<file path="src/design/lgs_pkg.sv">
// Shared types and constants for the life generation stencil.
`timescale 1ns / 1ps

package lgs_pkg;

    localparam int CFG_INDEX_W = 1;
    localparam int CFG_DATA_W  = 16;
    localparam int GRID_WIDTH_W  = 11;
    localparam int GRID_HEIGHT_W = 16;

    localparam logic [CFG_INDEX_W-1:0] REG_GRID_WIDTH  = 1'd0;
    localparam logic [CFG_INDEX_W-1:0] REG_GRID_HEIGHT = 1'd1;

    localparam logic [GRID_WIDTH_W-1:0]  GRID_WIDTH_RESET  = 11'd64;
    localparam logic [GRID_HEIGHT_W-1:0] GRID_HEIGHT_RESET = 16'd64;

    localparam int MIN_SIDE = 3;
    localparam int BIRTH_COUNT = 3;
    localparam int KEEP_COUNT  = 2;

    // Per-cell control that travels from the accept stage to the update stage.
    typedef struct packed {
        logic alive;
        logic start;
        logic produce;
        logic north;
        logic south;
        logic east;
        logic west;
        logic last;
    } lgs_stage_t;

    // Edge flags, bit 0 north, 1 south, 2 east, 3 west.
    typedef logic [3:0] lgs_flags_t;

endpackage

</file>
<file path="src/design/lgs_ram.sv">
// Generic single write port, single read port RAM with a registered read.
`timescale 1ns / 1ps

module lgs_ram #(
    parameter int WIDTH = 2,
    parameter int DEPTH = 1024
) (
    input  logic                     clk,
    input  logic                     we,
    input  logic [$clog2(DEPTH)-1:0] waddr,
    input  logic [WIDTH-1:0]         wdata,
    input  logic                     re,
    input  logic [$clog2(DEPTH)-1:0] raddr,
    output logic [WIDTH-1:0]         rdata
);

    logic [WIDTH-1:0] mem [DEPTH];

    // A read at the address being written returns the old contents.
    always_ff @(posedge clk)
    begin
        if (we)
        begin
            mem[waddr] <= wdata;
        end
        if (re)
        begin
            rdata <= mem[raddr];
        end
    end

endmodule

</file>
<file path="src/design/life_generation_stencil.sv">
// An accepted cell request is held in the update stage register; its result then enters the output register.
// Throughput: one cell per cycle unless results back up, set by the read-modify-write of the row store.
// The row store holds both earlier rows of each column in one RAM word; a same-column
// write and read in one cycle is forwarded around the RAM.
// Reset (rst_n, asynchronous, active low) clears position, window, flags and the fill count;
// no clearing pass is needed, so cells are taken from the first cycle after reset.
`timescale 1ns / 1ps

module life_generation_stencil #(
    parameter int MAX_WIDTH = 1024
) (
    input  logic                                clk,
    input  logic                                rst_n,
    // Cell stream in.
    input  logic                                s_axis_tvalid,
    output logic                                s_axis_tready,
    input  logic [7:0]                          s_axis_tdata,  // [0] cell_alive, [7:1] zero
    input  logic                                s_axis_tuser,  // [0] start_of_grid
    // Result stream out.
    output logic                                m_axis_tvalid,
    input  logic                                m_axis_tready,
    output logic [7:0]                          m_axis_tdata,  // [0] next_alive, [1] grow_north,
                                                               // [2] grow_south, [3] grow_east,
                                                               // [4] grow_west, [7:5] zero
    output logic                                m_axis_tlast,  // last_cell
    // Configuration write channel.
    input  logic                                cfg_valid,
    output logic                                cfg_ready,
    input  logic [lgs_pkg::CFG_INDEX_W-1:0]     cfg_index,
    input  logic [lgs_pkg::CFG_DATA_W-1:0]      cfg_data
);

    // AW indexes one column of the row store; WW holds any effective width.
    localparam int AW = $clog2(MAX_WIDTH);
    localparam int WW = $clog2(MAX_WIDTH + 1);
    localparam int HW = lgs_pkg::GRID_HEIGHT_W;

    // Configuration registers.
    logic [lgs_pkg::GRID_WIDTH_W-1:0]  grid_width_reg,  grid_width_next;
    logic [lgs_pkg::GRID_HEIGHT_W-1:0] grid_height_reg, grid_height_next;

    // Raster position of the next cell request.
    logic [AW-1:0] column_count_reg, column_count_next;
    logic [HW-1:0] row_count_reg,    row_count_next;

    // Number of leading row store columns that have been written since reset.
    // Columns only step by one or return to zero, so the written set is always a prefix.
    logic [WW-1:0] fill_reg, fill_next;

    // Update stage: the cell whose row store read is in flight.
    logic                stg_valid_reg,    stg_valid_next;
    lgs_pkg::lgs_stage_t stg_reg,          stg_next;
    logic [AW-1:0]       stg_col_reg,      stg_col_next;
    logic                stg_ok_reg,       stg_ok_next;
    logic                stg_fwd_reg,      stg_fwd_next;
    logic [1:0]          stg_fwd_data_reg, stg_fwd_data_next;

    logic [8:0]          window_reg, window_next;
    lgs_pkg::lgs_flags_t edge_flags_reg, edge_flags_next;

    // Output register.
    logic                out_valid_reg, out_valid_next;
    logic                out_alive_reg, out_alive_next;
    logic                out_last_reg,  out_last_next;
    lgs_pkg::lgs_flags_t out_flags_reg, out_flags_next;

    // Effective grid size.
    logic [WW-1:0] w_eff;
    logic [HW-1:0] h_eff;

    // Accept stage signals.
    logic          accept;
    logic [AW-1:0] c_pos;
    logic [HW-1:0] r_pos;
    logic [WW-1:0] c_inc;
    logic [HW:0]   r_inc;

    // Update stage signals.
    logic          stg_adv;
    logic [1:0]    rd_data;
    logic [1:0]    rows_eff;
    logic [2:0]    column_bits;
    logic [3:0]    neighbours;
    logic          birth;
    logic          alive_next;
    lgs_pkg::lgs_flags_t flags_upd;
    logic [1:0]    wr_data;

    assign cfg_ready = 1'b1;

    always_comb
    begin
        if (grid_width_reg < lgs_pkg::GRID_WIDTH_W'(lgs_pkg::MIN_SIDE))
        begin
            w_eff = WW'(lgs_pkg::MIN_SIDE);
        end
        else if (32'(grid_width_reg) > MAX_WIDTH)
        begin
            w_eff = WW'(MAX_WIDTH);
        end
        else
        begin
            w_eff = WW'(grid_width_reg);
        end

        if (grid_height_reg < HW'(lgs_pkg::MIN_SIDE))
        begin
            h_eff = HW'(lgs_pkg::MIN_SIDE);
        end
        else
        begin
            h_eff = grid_height_reg;
        end
    end

    // The update stage moves on unless its result would overwrite one still waiting.
    assign stg_adv       = stg_valid_reg && (!stg_reg.produce || !out_valid_reg || m_axis_tready);
    assign s_axis_tready = !stg_valid_reg || stg_adv;
    assign accept        = s_axis_tvalid && s_axis_tready;

    // Accept stage: resolve the raster position, flag the special rows and columns, and
    // issue the row store read for this column.
    always_comb
    begin
        c_pos = s_axis_tuser ? '0 : column_count_reg;
        r_pos = s_axis_tuser ? '0 : row_count_reg;
        // A position left beyond a shrunken grid starts over.
        if (WW'(c_pos) >= w_eff)
        begin
            c_pos = '0;
        end
        if (r_pos >= h_eff)
        begin
            r_pos = '0;
        end

        c_inc = WW'(c_pos) + WW'(1);
        r_inc = {1'b0, r_pos} + (HW + 1)'(1);

        column_count_next = column_count_reg;
        row_count_next    = row_count_reg;
        if (accept)
        begin
            if (c_inc >= w_eff)
            begin
                column_count_next = '0;
                row_count_next    = (r_inc >= {1'b0, h_eff}) ? '0 : r_inc[HW-1:0];
            end
            else
            begin
                column_count_next = c_inc[AW-1:0];
                row_count_next    = r_pos;
            end
        end

        stg_next.alive   = s_axis_tdata[0];
        stg_next.start   = s_axis_tuser;
        stg_next.produce = (r_pos >= HW'(2)) && (c_pos >= AW'(2));
        stg_next.north   = (r_pos == h_eff - HW'(1));
        stg_next.south   = (r_pos == HW'(2));
        stg_next.east    = (WW'(c_pos) == w_eff - WW'(1));
        stg_next.west    = (c_pos == AW'(2));
        stg_next.last    = stg_next.north && stg_next.east;
        stg_col_next     = c_pos;
        // Columns never written since reset read as dead.
        stg_ok_next      = (WW'(c_pos) < fill_reg);
        // The update stage writes this same column at this edge: take its data directly.
        stg_fwd_next      = stg_adv && (stg_col_reg == c_pos);
        stg_fwd_data_next = wr_data;

        if (accept)
        begin
            stg_valid_next = 1'b1;
        end
        else if (stg_adv)
        begin
            stg_valid_next = 1'b0;
        end
        else
        begin
            stg_valid_next = stg_valid_reg;
        end
    end

    // Row store word: bit 0 the row above, bit 1 the row two above.
    lgs_ram #(
        .WIDTH (2),
        .DEPTH (MAX_WIDTH)
    ) u_row_store (
        .clk   (clk),
        .we    (stg_adv),
        .waddr (stg_col_reg),
        .wdata (wr_data),
        .re    (accept),
        .raddr (c_pos),
        .rdata (rd_data)
    );

    // Update stage: shift the window, count neighbours, write the column back, set flags and output.
    always_comb
    begin
        if (stg_fwd_reg)
        begin
            rows_eff = stg_fwd_data_reg;
        end
        else if (stg_ok_reg)
        begin
            rows_eff = rd_data;
        end
        else
        begin
            rows_eff = 2'b00;
        end

        // The cell above moves down to two above, and the new cell becomes the row above.
        wr_data = {rows_eff[0], stg_reg.alive};

        column_bits = {stg_reg.alive, rows_eff[0], rows_eff[1]};
        window_next = stg_adv ? {column_bits, window_reg[8:3]} : window_reg;

        neighbours = 4'(window_next[0]) + 4'(window_next[1]) + 4'(window_next[2])
                   + 4'(window_next[3]) + 4'(window_next[5]) + 4'(window_next[6])
                   + 4'(window_next[7]) + 4'(window_next[8]);
        birth      = (neighbours == 4'(lgs_pkg::BIRTH_COUNT));
        alive_next = birth || ((neighbours == 4'(lgs_pkg::KEEP_COUNT)) && window_next[4]);

        // A start cell clears the flags before its own count can set them.
        flags_upd = stg_reg.start ? '0 : edge_flags_reg;
        if (stg_reg.produce && birth)
        begin
            flags_upd = flags_upd | {stg_reg.west, stg_reg.east, stg_reg.south, stg_reg.north};
        end

        edge_flags_next = edge_flags_reg;
        if (stg_adv)
        begin
            edge_flags_next = (stg_reg.produce && stg_reg.last) ? '0 : flags_upd;
        end

        fill_next = fill_reg;
        if (stg_adv && (WW'(stg_col_reg) == fill_reg))
        begin
            fill_next = fill_reg + WW'(1);
        end

        out_alive_next = out_alive_reg;
        out_last_next  = out_last_reg;
        out_flags_next = out_flags_reg;
        if (stg_adv && stg_reg.produce)
        begin
            out_valid_next = 1'b1;
            out_alive_next = alive_next;
            out_last_next  = stg_reg.last;
            out_flags_next = stg_reg.last ? flags_upd : '0;
        end
        else if (m_axis_tready)
        begin
            out_valid_next = 1'b0;
        end
        else
        begin
            out_valid_next = out_valid_reg;
        end
    end

    always_comb
    begin
        grid_width_next  = grid_width_reg;
        grid_height_next = grid_height_reg;
        if (cfg_valid && cfg_ready)
        begin
            case (cfg_index)
                lgs_pkg::REG_GRID_WIDTH:
                begin
                    grid_width_next = cfg_data[lgs_pkg::GRID_WIDTH_W-1:0];
                end
                lgs_pkg::REG_GRID_HEIGHT:
                begin
                    grid_height_next = cfg_data[lgs_pkg::GRID_HEIGHT_W-1:0];
                end
                default:
                begin
                    grid_width_next = grid_width_reg;
                end
            endcase
        end
    end

    always_ff @(posedge clk or negedge rst_n)
    begin
        if (!rst_n)
        begin
            grid_width_reg   <= lgs_pkg::GRID_WIDTH_RESET;
            grid_height_reg  <= lgs_pkg::GRID_HEIGHT_RESET;
            column_count_reg <= '0;
            row_count_reg    <= '0;
            fill_reg         <= '0;
            stg_valid_reg    <= 1'b0;
            stg_fwd_reg      <= 1'b0;
            window_reg       <= '0;
            edge_flags_reg   <= '0;
            out_valid_reg    <= 1'b0;
        end
        else
        begin
            grid_width_reg   <= grid_width_next;
            grid_height_reg  <= grid_height_next;
            column_count_reg <= column_count_next;
            row_count_reg    <= row_count_next;
            fill_reg         <= fill_next;
            stg_valid_reg    <= stg_valid_next;
            if (accept)
            begin
                stg_fwd_reg <= stg_fwd_next;
            end
            window_reg       <= window_next;
            edge_flags_reg   <= edge_flags_next;
            out_valid_reg    <= out_valid_next;
        end
    end

    // Payload registers carry no reset.
    always_ff @(posedge clk)
    begin
        if (accept)
        begin
            stg_reg          <= stg_next;
            stg_col_reg      <= stg_col_next;
            stg_ok_reg       <= stg_ok_next;
            stg_fwd_data_reg <= stg_fwd_data_next;
        end
        out_alive_reg <= out_alive_next;
        out_last_reg  <= out_last_next;
        out_flags_reg <= out_flags_next;
    end

    assign m_axis_tvalid = out_valid_reg;
    assign m_axis_tdata  = {3'b000, out_flags_reg, out_alive_reg};
    assign m_axis_tlast  = out_last_reg;

endmodule

</file>
<file path="config.mk">
export PLATFORM = sky130hd
export DESIGN_NAME = life_generation_stencil
export DESIGN_NICKNAME = d
export VERILOG_FILES = /design/src/design/lgs_pkg.sv /design/src/design/lgs_ram.sv /design/src/design/life_generation_stencil.sv
export SDC_FILE = /design/constraint.sdc
export NUM_CORES = 2
export LEC_CHECK = 0
export BUFFER_PORTS_ARGS = -buffer_cell sky130_fd_sc_hd__buf_2
export CAP_MARGIN = 20
export CORE_MARGIN = 2
export CORE_UTILIZATION = 40
export DETAILED_ROUTE_END_ITERATION = 10
export GPL_TIMING_DRIVEN = 0
export PLACE_DENSITY = 0.6
export SLEW_MARGIN = 20
export SYNTH_ARGS = -nofsm -noshare
export SYNTH_HDL_FRONTEND = slang
export SYNTH_HIERARCHICAL = 1
export SYNTH_SLANG_ARGS = --single-unit
</file>
<file path="constraint.sdc">
create_clock -name clk -period 87.2 [get_ports clk]
set_input_delay 13.08 -clock clk [delete_from_list [all_inputs] [get_ports clk]]
set_output_delay 13.08 -clock clk [all_outputs]
set_load 0.01 [all_outputs]
</file>
# After elaboration in Yosys (flattened, before gate mapping)
# Memories as Yosys holds them, arrays and structs flattened. A register that Yosys moved wholly into a read port is not among the register bits.
# Index checks and enable logic that the tools add are counted.
# W data, S select, Z words.
# word_totals
ff_bits	107
out_inout_bits	12
elab_cells	100
inputBits	31
ram_bits	2048
n_memories	1
# memory_table
name	words	word_bits	rd	rd_clocked_by_memory_dff	write_ports	line_no	text
u_row_store.mem	1024	2	1	1	1	lgs_ram.sv:17	logic [WIDTH-1:0] mem [DEPTH];
# op_classes
addsub	12
n_lt_le_gt_ge	10
n_reduce_logical	21
n_eq_ne	8
muxes	22
bitwise_logic	2
# op_table
op	n
$mux W16	5
$mux W10	3
$eq A10 B11 Y1	2
$mux W11	2
$add A16 B1 Y17 const B	1
$ge A17 B16 Y1	1
$add A4 B1 Y4	4
$eq A16 B16 Y1	1
$eq A16 B2 Y1 const B	1
$ge A16 B16 Y1	1
$ge A16 B2 Y1 const B	1
$lt A16 B2 Y1 const B	1
$sub A16 B1 Y16 const B	1
$mux W4	3
$add A10 B1 Y11 const B	1
$add A11 B1 Y11 const B	1
$ge A10 B11 Y1	1
$ge A11 B11 Y1	1
$gt A11 B11 Y1 const B	1
$lt A10 B11 Y1	1
$lt A11 B2 Y1 const B	1
$sub A11 B1 Y11 const B	1
$eq A10 B10 Y1	1
$eq A10 B2 Y1 const B	1
15 further kinds	38

# Logic depth before layout (Yosys ltp)
# depth
word_depth	16
depth_mapped	29
mapped_depth_nobuf	27

# Cells and area by module
# The synthesis kept the hierarchy.
# modules_own_cells
mod	area_per_inst_um2	cells_per_inst	n_inst
lgs_ram	83777.8	4793	1
life_generation_stencil	7937.6	857	1

# Worst setup path before layout
# OpenSTA, ideal clock, no wires.
# synth_path
path_kind	reg-to-reg
start	register stg_fwd_reg
end	register out_flags_reg[0] (data pin)
slack_ns	38.253
path_stages_with_launch	13
synth_period_minus_slack_ns	48.947
arrival_ns	48.792
path_cell_list	dfrtp_1 -> o21ai_0 -> mux2i_1 -> fa_1 -> fa_1 -> inv_1 -> ha_1 -> fa_1 -> o21ai_0 -> nand2_1 -> nor2_1 -> nand2_1 -> a21boi_0
# synth_between
word_cells_on_any_way	8
classes_between	add/sub (3); eq/ne (1); mux (3); reduce/logical (1)
# synth_lines
item	line_no	text
start: declaration	life_generation_stencil.sv:55	logic stg_fwd_reg, stg_fwd_next;
start signal: assignment	life_generation_stencil.sv:314	stg_fwd_reg <= stg_fwd_next;
$mux W2	life_generation_stencil.sv:202	if (stg_fwd_reg)
named net column_bits[1]	life_generation_stencil.sv:82	logic [2:0] column_bits;
$mux W9	life_generation_stencil.sv:219	window_next = stg_adv ? {column_bits, window_reg[8:3]} : window_reg;
$add A4 B1 Y4 (2 in a row)	life_generation_stencil.sv:223	+ 4'(window_next[7]) + 4'(window_next[8]);
$eq A4 B2 Y1	life_generation_stencil.sv:224	birth = (neighbours == 4'(lgs_pkg::BIRTH_COUNT));
$logic_and A1 B1 Y1	life_generation_stencil.sv:229	if (stg_reg.produce && birth)
$mux W4	life_generation_stencil.sv:229	
end signal: assignment	life_generation_stencil.sv:334	out_flags_reg <= out_flags_next;
end: declaration	life_generation_stencil.sv:65	lgs_pkg::lgs_flags_t out_flags_reg, out_flags_next;
# The timed path passes the listed nets, and every way through them passes these cells.
# A chain may end at the register's enable or synchronous reset.

# Final worst setup path
# layout_path
start	input port m_axis_tready
end	output port s_axis_tready
# layout_between
elab_chain_cells	3
# layout_lines
item	line_no	text
start: declaration	life_generation_stencil.sv:21	input logic m_axis_tready,
$logic_or A1 B1 Y1	life_generation_stencil.sv:117	assign stg_adv = stg_valid_reg && (!stg_reg.produce || !out_valid_reg || m_axis_tready);
$logic_and A1 B1 Y1	life_generation_stencil.sv:117	
$logic_or A1 B1 Y1	life_generation_stencil.sv:118	assign s_axis_tready = !stg_valid_reg || stg_adv;
end: declaration	life_generation_stencil.sv:16	output logic s_axis_tready,
# No other way between the ends.

==> reports/summary.txt <==
Critical Path End Type - primary output
Primary FF master, synth - sky130_fd_sc_hd__edfxtp_1
Internal - 1.81 mW
DRC viols - 0
Power density over the cells - 22.9 mW/mm^2
Net switching power figure - 633 uW
Detailed-router iteration count before antenna repair - 8
Outcome - completed
Worst setup path endpoint - s_axis_tready
Via count of the first global-routing pass - 56.6k
Row count - 175
I/O pin count - 43
Worst Path Buf+Inv - 2
Final setup violating endpoints - 0
Antenna violations before repair - 27
DP HPWL - 244,000 um
Wire per inst - 38.2 um
Slew Limit Headroom - 6.46%
Maximum buffer depth of the clock tree - 3
Category of the worst setup path launch point - input pin
Deepest level of the CTS H-tree - 4
Critical path, cell by cell - buf_2 -> nor2b_1 -> nand3_1 -> buf_2
Worst hold path class - reg -> reg
Maximum operating frequency - 0.0370 GHz
Synthesized instance count - 5,650
Worst R2R Setup Slack - 76.45 ns
Total die area - 0.233 mm^2
EDFF count, synth - 2,077
Largest net degree at the start of global routing - 52
Proportion of synthesized chip area in sequential cells - 70.2%
Total power - 2.44 mW
Launch instance of the worst register-to-register path - grid_width_reg[7]
Synth Area per Inst - 16.2 um^2
Area delta synth->final - 16.2%
Clock root buffer - sky130_fd_sc_hd__clkbuf_16
Via-to-Cell Ratio - 6.44
Die outline height - 483 um
Combined area of all synthesized cells - 0.0917 mm^2
Total congestion overflow - 0
Clock Power Share - 39.4%
Number of logic stages on the critical path including buffering - 4
Final Hold Viols - 0
Port buffer count - 31
Worst clock skew - 0.0602 ns
FF-to-FF path depth - 22
Global-route wire length before repair - 475,000 um
Worst EP arrival - 13.98 ns
Number of hold buffers added after cts - 0
Required time at the endpoint of the critical path - 74.12 ns
Fraction of layout cells with a size suffix above 1 - 20.8%
Worst vdd rail ir drop - 0.0000236 V
GP Congestion - 0.972
First-iteration detailed-routing DRC count - 10.9k
Final WL - 354,000 um
Crit share post-route - 31.0%
Routed Antenna Nets - 0
Count of warnings emitted by yosys - 6
Endpoint of the lowest-slack register-to-register path - u_row_store/rdata[0]
Global-route total usage across every layer - 30.1%
Sequential cell fraction of total power - 47.4%
Slowest stage cell on the critical path - sky130_fd_sc_hd__nor2b_1
Sink Count - 2,157
FFs w/ async S/R, synth - 3.71%
Sw frac - 25.9%
Register bit count reported by yosys - 2,157
Final Slew Violations - 0
Static leakage - 33.5 nW
Placement-stage worst setup slack - 60.14 ns
Final worst path period need - 27.06 ns
Transition time of the tightest slew-check pin - 1.40 ns
CP dominant cell by count - sky130_fd_sc_hd__buf_2
Starting density of the core - 40.3%
Number of nets in the final layout - 6,158
Max-capacitance violation count - 0
Latest clock arrival within the worst-skew pair - 0.92 ns
Max reg flops - 2,048
Worst Setup Path Type - in -> out
Vias - 59.7k
Setup slack of the critical path after layout - 60.14 ns
Number of CTS-inserted buffers - 215
CTS tree - built
Launching instance or port of the critical path - m_axis_tready
Maximum cell stage delay along the critical path - 0.29 ns
RSZ-0062 raised after global routing - false
Count of cell types in the netlist - 103
Kind of cell adding the most delay to the critical path - simple AND/OR/NAND/NOR gates
Part of the power in combinational logic - 13.2%
Buffers inserted by post-CTS timing repair - 0
Post-CTS resize count - 0
Standard cell core area - 0.228 mm^2
Maximum fanout along the worst path - 3
Clock slew at the register clock pins of the worst setup and hold paths - 0.06 ns
Width of the chip - 483 um
Final sum of negative setup slack - 0 ns
[placed cells by master (no fill, tap or decap), drive strengths merged, types with 36 or more instances in the layout]
cell / netlist / layout
ha: 69 / 69
nor3: 69 / 69
mux2: 36 / 36
o21ai: 67 / 67
edfxtp: 2077 / 2077
a22oi: 46 / 46
mux2i: 215 / 215
o221ai: 83 / 83
mux4: 449 / 449
o22ai: 52 / 52
nand4: 38 / 38
clkinv: 3 / 102
nand2: 190 / 190
a21oi: 103 / 103
buf: 168 / 353
inv: 59 / 66
nor2: 1113 / 1113
nand3: 66 / 66
dfrtp: 78 / 78
clkbuf: 260 / 515
[cell usage after synthesis, types with 5 or more instances]
| library cell | count | area share (%) |
|---|---|---|
| sky130_fd_sc_hd__a22oi_1 | 46 | 0.38 |
| sky130_fd_sc_hd__nand2b_1 | 19 | 0.13 |
| sky130_fd_sc_hd__a21boi_0 | 5 | 0.041 |
| sky130_fd_sc_hd__nor3b_1 | 10 | 0.082 |
| sky130_fd_sc_hd__mux2i_1 | 215 | 2.3 |
| sky130_fd_sc_hd__a22o_1 | 31 | 0.30 |
| sky130_fd_sc_hd__a211oi_1 | 17 | 0.14 |
| sky130_fd_sc_hd__xnor2_1 | 29 | 0.28 |
| sky130_fd_sc_hd__o22ai_1 | 52 | 0.35 |
| sky130_fd_sc_hd__a21oi_1 | 103 | 0.56 |
| sky130_fd_sc_hd__o211ai_1 | 5 | 0.041 |
| sky130_fd_sc_hd__nor2_1 | 1111 | 4.5 |
| sky130_fd_sc_hd__mux4_2 | 449 | 11 |
| sky130_fd_sc_hd__clkbuf_1 | 259 | 1.1 |
| sky130_fd_sc_hd__dfrtp_1 | 78 | 2.1 |
| sky130_fd_sc_hd__and2_1 | 16 | 0.11 |
| sky130_fd_sc_hd__buf_6 | 34 | 0.42 |
| sky130_fd_sc_hd__o221ai_1 | 82 | 0.78 |
| sky130_fd_sc_hd__o21ai_0 | 66 | 0.36 |
| sky130_fd_sc_hd__buf_4 | 34 | 0.28 |
| sky130_fd_sc_hd__buf_2 | 29 | 0.16 |
| sky130_fd_sc_hd__nor2b_1 | 35 | 0.24 |
| sky130_fd_sc_hd__o311ai_0 | 6 | 0.057 |
| sky130_fd_sc_hd__mux2_2 | 34 | 0.42 |
| sky130_fd_sc_hd__nor4_1 | 19 | 0.13 |
| sky130_fd_sc_hd__xor2_1 | 33 | 0.32 |
| sky130_fd_sc_hd__buf_1 | 55 | 0.23 |
| sky130_fd_sc_hd__a31oi_1 | 14 | 0.095 |
| sky130_fd_sc_hd__nand3_1 | 66 | 0.36 |
| sky130_fd_sc_hd__nor3_1 | 65 | 0.35 |
| sky130_fd_sc_hd__or3_1 | 6 | 0.041 |
| sky130_fd_sc_hd__and3_1 | 17 | 0.12 |
| sky130_fd_sc_hd__edfxtp_1 | 2077 | 68 |
| sky130_fd_sc_hd__or2_2 | 8 | 0.055 |
| sky130_fd_sc_hd__and4_1 | 6 | 0.057 |
| sky130_fd_sc_hd__nand4_1 | 38 | 0.26 |
| sky130_fd_sc_hd__ha_1 | 69 | 0.94 |
| sky130_fd_sc_hd__inv_1 | 58 | 0.24 |
| sky130_fd_sc_hd__o31ai_1 | 9 | 0.074 |
| sky130_fd_sc_hd__a21o_1 | 9 | 0.074 |
| sky130_fd_sc_hd__buf_8 | 14 | 0.23 |
| sky130_fd_sc_hd__nand2_1 | 189 | 0.77 |
| sky130_fd_sc_hd__o21a_1 | 12 | 0.098 |
| sky130_fd_sc_hd__a221oi_1 | 15 | 0.14 |
[through the flow]
stage / utilization [%] / hold WS [ns] / instance area, um^2 / instances
after global routing: 46.8 / 0.519 / 107000 / 9246
after detailed placement: 43.6 / 0.475 / 99200 / 8844
after floorplan: - / 0.431 / 91700 / 5652
after CTS: 46.8 / 0.488 / 107000 / 9243
after global placement: 42.0 / 0.469 / 95600 / 8692
final: 46.8 / 0.487 / 107000 / 9267
[power by group through the flow]
stage	combinational (mW)	sequential (mW)	clock [mW]
2_1_floorplan	0.156	1.25	0
3_3_place_gp	0.276	1.31	0
3_5_place_dp	0.310	1.18	0
4_1_cts	0.310	1.16	0.966
5_1_grt	0.325	1.16	1.01
6_report	0.322	1.16	0.961
[metal layers]
layer / vias up / global-route usage (%) / share of wire, %
li1: 22839 / - / -
met1: 30819 / 39.3 / 35
met2: 5060 / 44.1 / 43
met3: 984 / 9.76 / 15
met4: 14 / 17.3 / 7.0
met5: - / 0.449 / 0.066
[worst min path at each step]
stage,start,end,cells after the start
5_1_grt,window_reg[2],window_reg[2],2
3_3_place_gp,window_reg[2],window_reg[2],2
3_5_place_dp,window_reg[2],window_reg[2],2
4_1_cts,window_reg[2],window_reg[2],2
6_report,window_reg[2],window_reg[2],2
2_1_floorplan,column_count_reg[4],column_count_reg[4],2
[worst register-to-register path, stage by stage (launching register included)]
cell and delay, ns:
sky130_fd_sc_hd__dfrtp_1 0.36, sky130_fd_sc_hd__clkbuf_2 0.17, sky130_fd_sc_hd__or4_4 0.55, sky130_fd_sc_hd__nor2_1 0.28, sky130_fd_sc_hd__nor2_1 0.07, sky130_fd_sc_hd__nor2_1 0.24
sky130_fd_sc_hd__ha_1 0.28, sky130_fd_sc_hd__nand2b_1 0.15, sky130_fd_sc_hd__a2111oi_0 0.56, sky130_fd_sc_hd__o21a_1 0.27, sky130_fd_sc_hd__o41ai_2 0.16, sky130_fd_sc_hd__buf_2 0.24
sky130_fd_sc_hd__nor2_1 0.76, sky130_fd_sc_hd__clkbuf_1 0.88, sky130_fd_sc_hd__buf_1 1.03, sky130_fd_sc_hd__clkbuf_1 0.97, sky130_fd_sc_hd__nand3_1 1.17, sky130_fd_sc_hd__a211oi_1 0.73
sky130_fd_sc_hd__a21oi_1 0.25, sky130_fd_sc_hd__nand4_1 0.23, sky130_fd_sc_hd__o21ai_0 0.27, sky130_fd_sc_hd__nand4_1 0.31, sky130_fd_sc_hd__nand4_1 0.44
[logic make-up (layout without fill, tap and decap cells)]
| logic type | count (synthesis) | count (layout) | share of synthesized area [%] |
|---|---|---|---|
| flip-flops | 2157 | 2157 | 70.2 |
| AND/OR/NAND/NOR | 1642 | 1642 | 7.65 |
| multiplexers | 700 | 700 | 13.8 |
| AO/OA/AOI/OAI | 523 | 523 | 4.04 |
| buffers and inverters | 490 | 1074 | 2.67 |
| adder cells (fa/ha/maj) | 74 | 74 | 1.04 |
| XOR/XNOR | 62 | 62 | 0.592 |
| other | 2 | 26 | 0.00819 |
[layout make-up]
type | instances | area (um^2)
Timing Repair Buffer | 185 | 3520
Clock buffer | 255 | 5530
Clock inverter | 144 | 1740
Tap cell | 3009 | 3760
Sequential cell | 2157 | 64400
Fill cell | 19349 | 121000
Buffer | 428 | 2400
Multi-Input combinational cell | 3005 | 25000
Antenna cell | 22 | 55.1
Inverter | 62 | 233
Note: power is estimated with default switching activity, not from simulation.
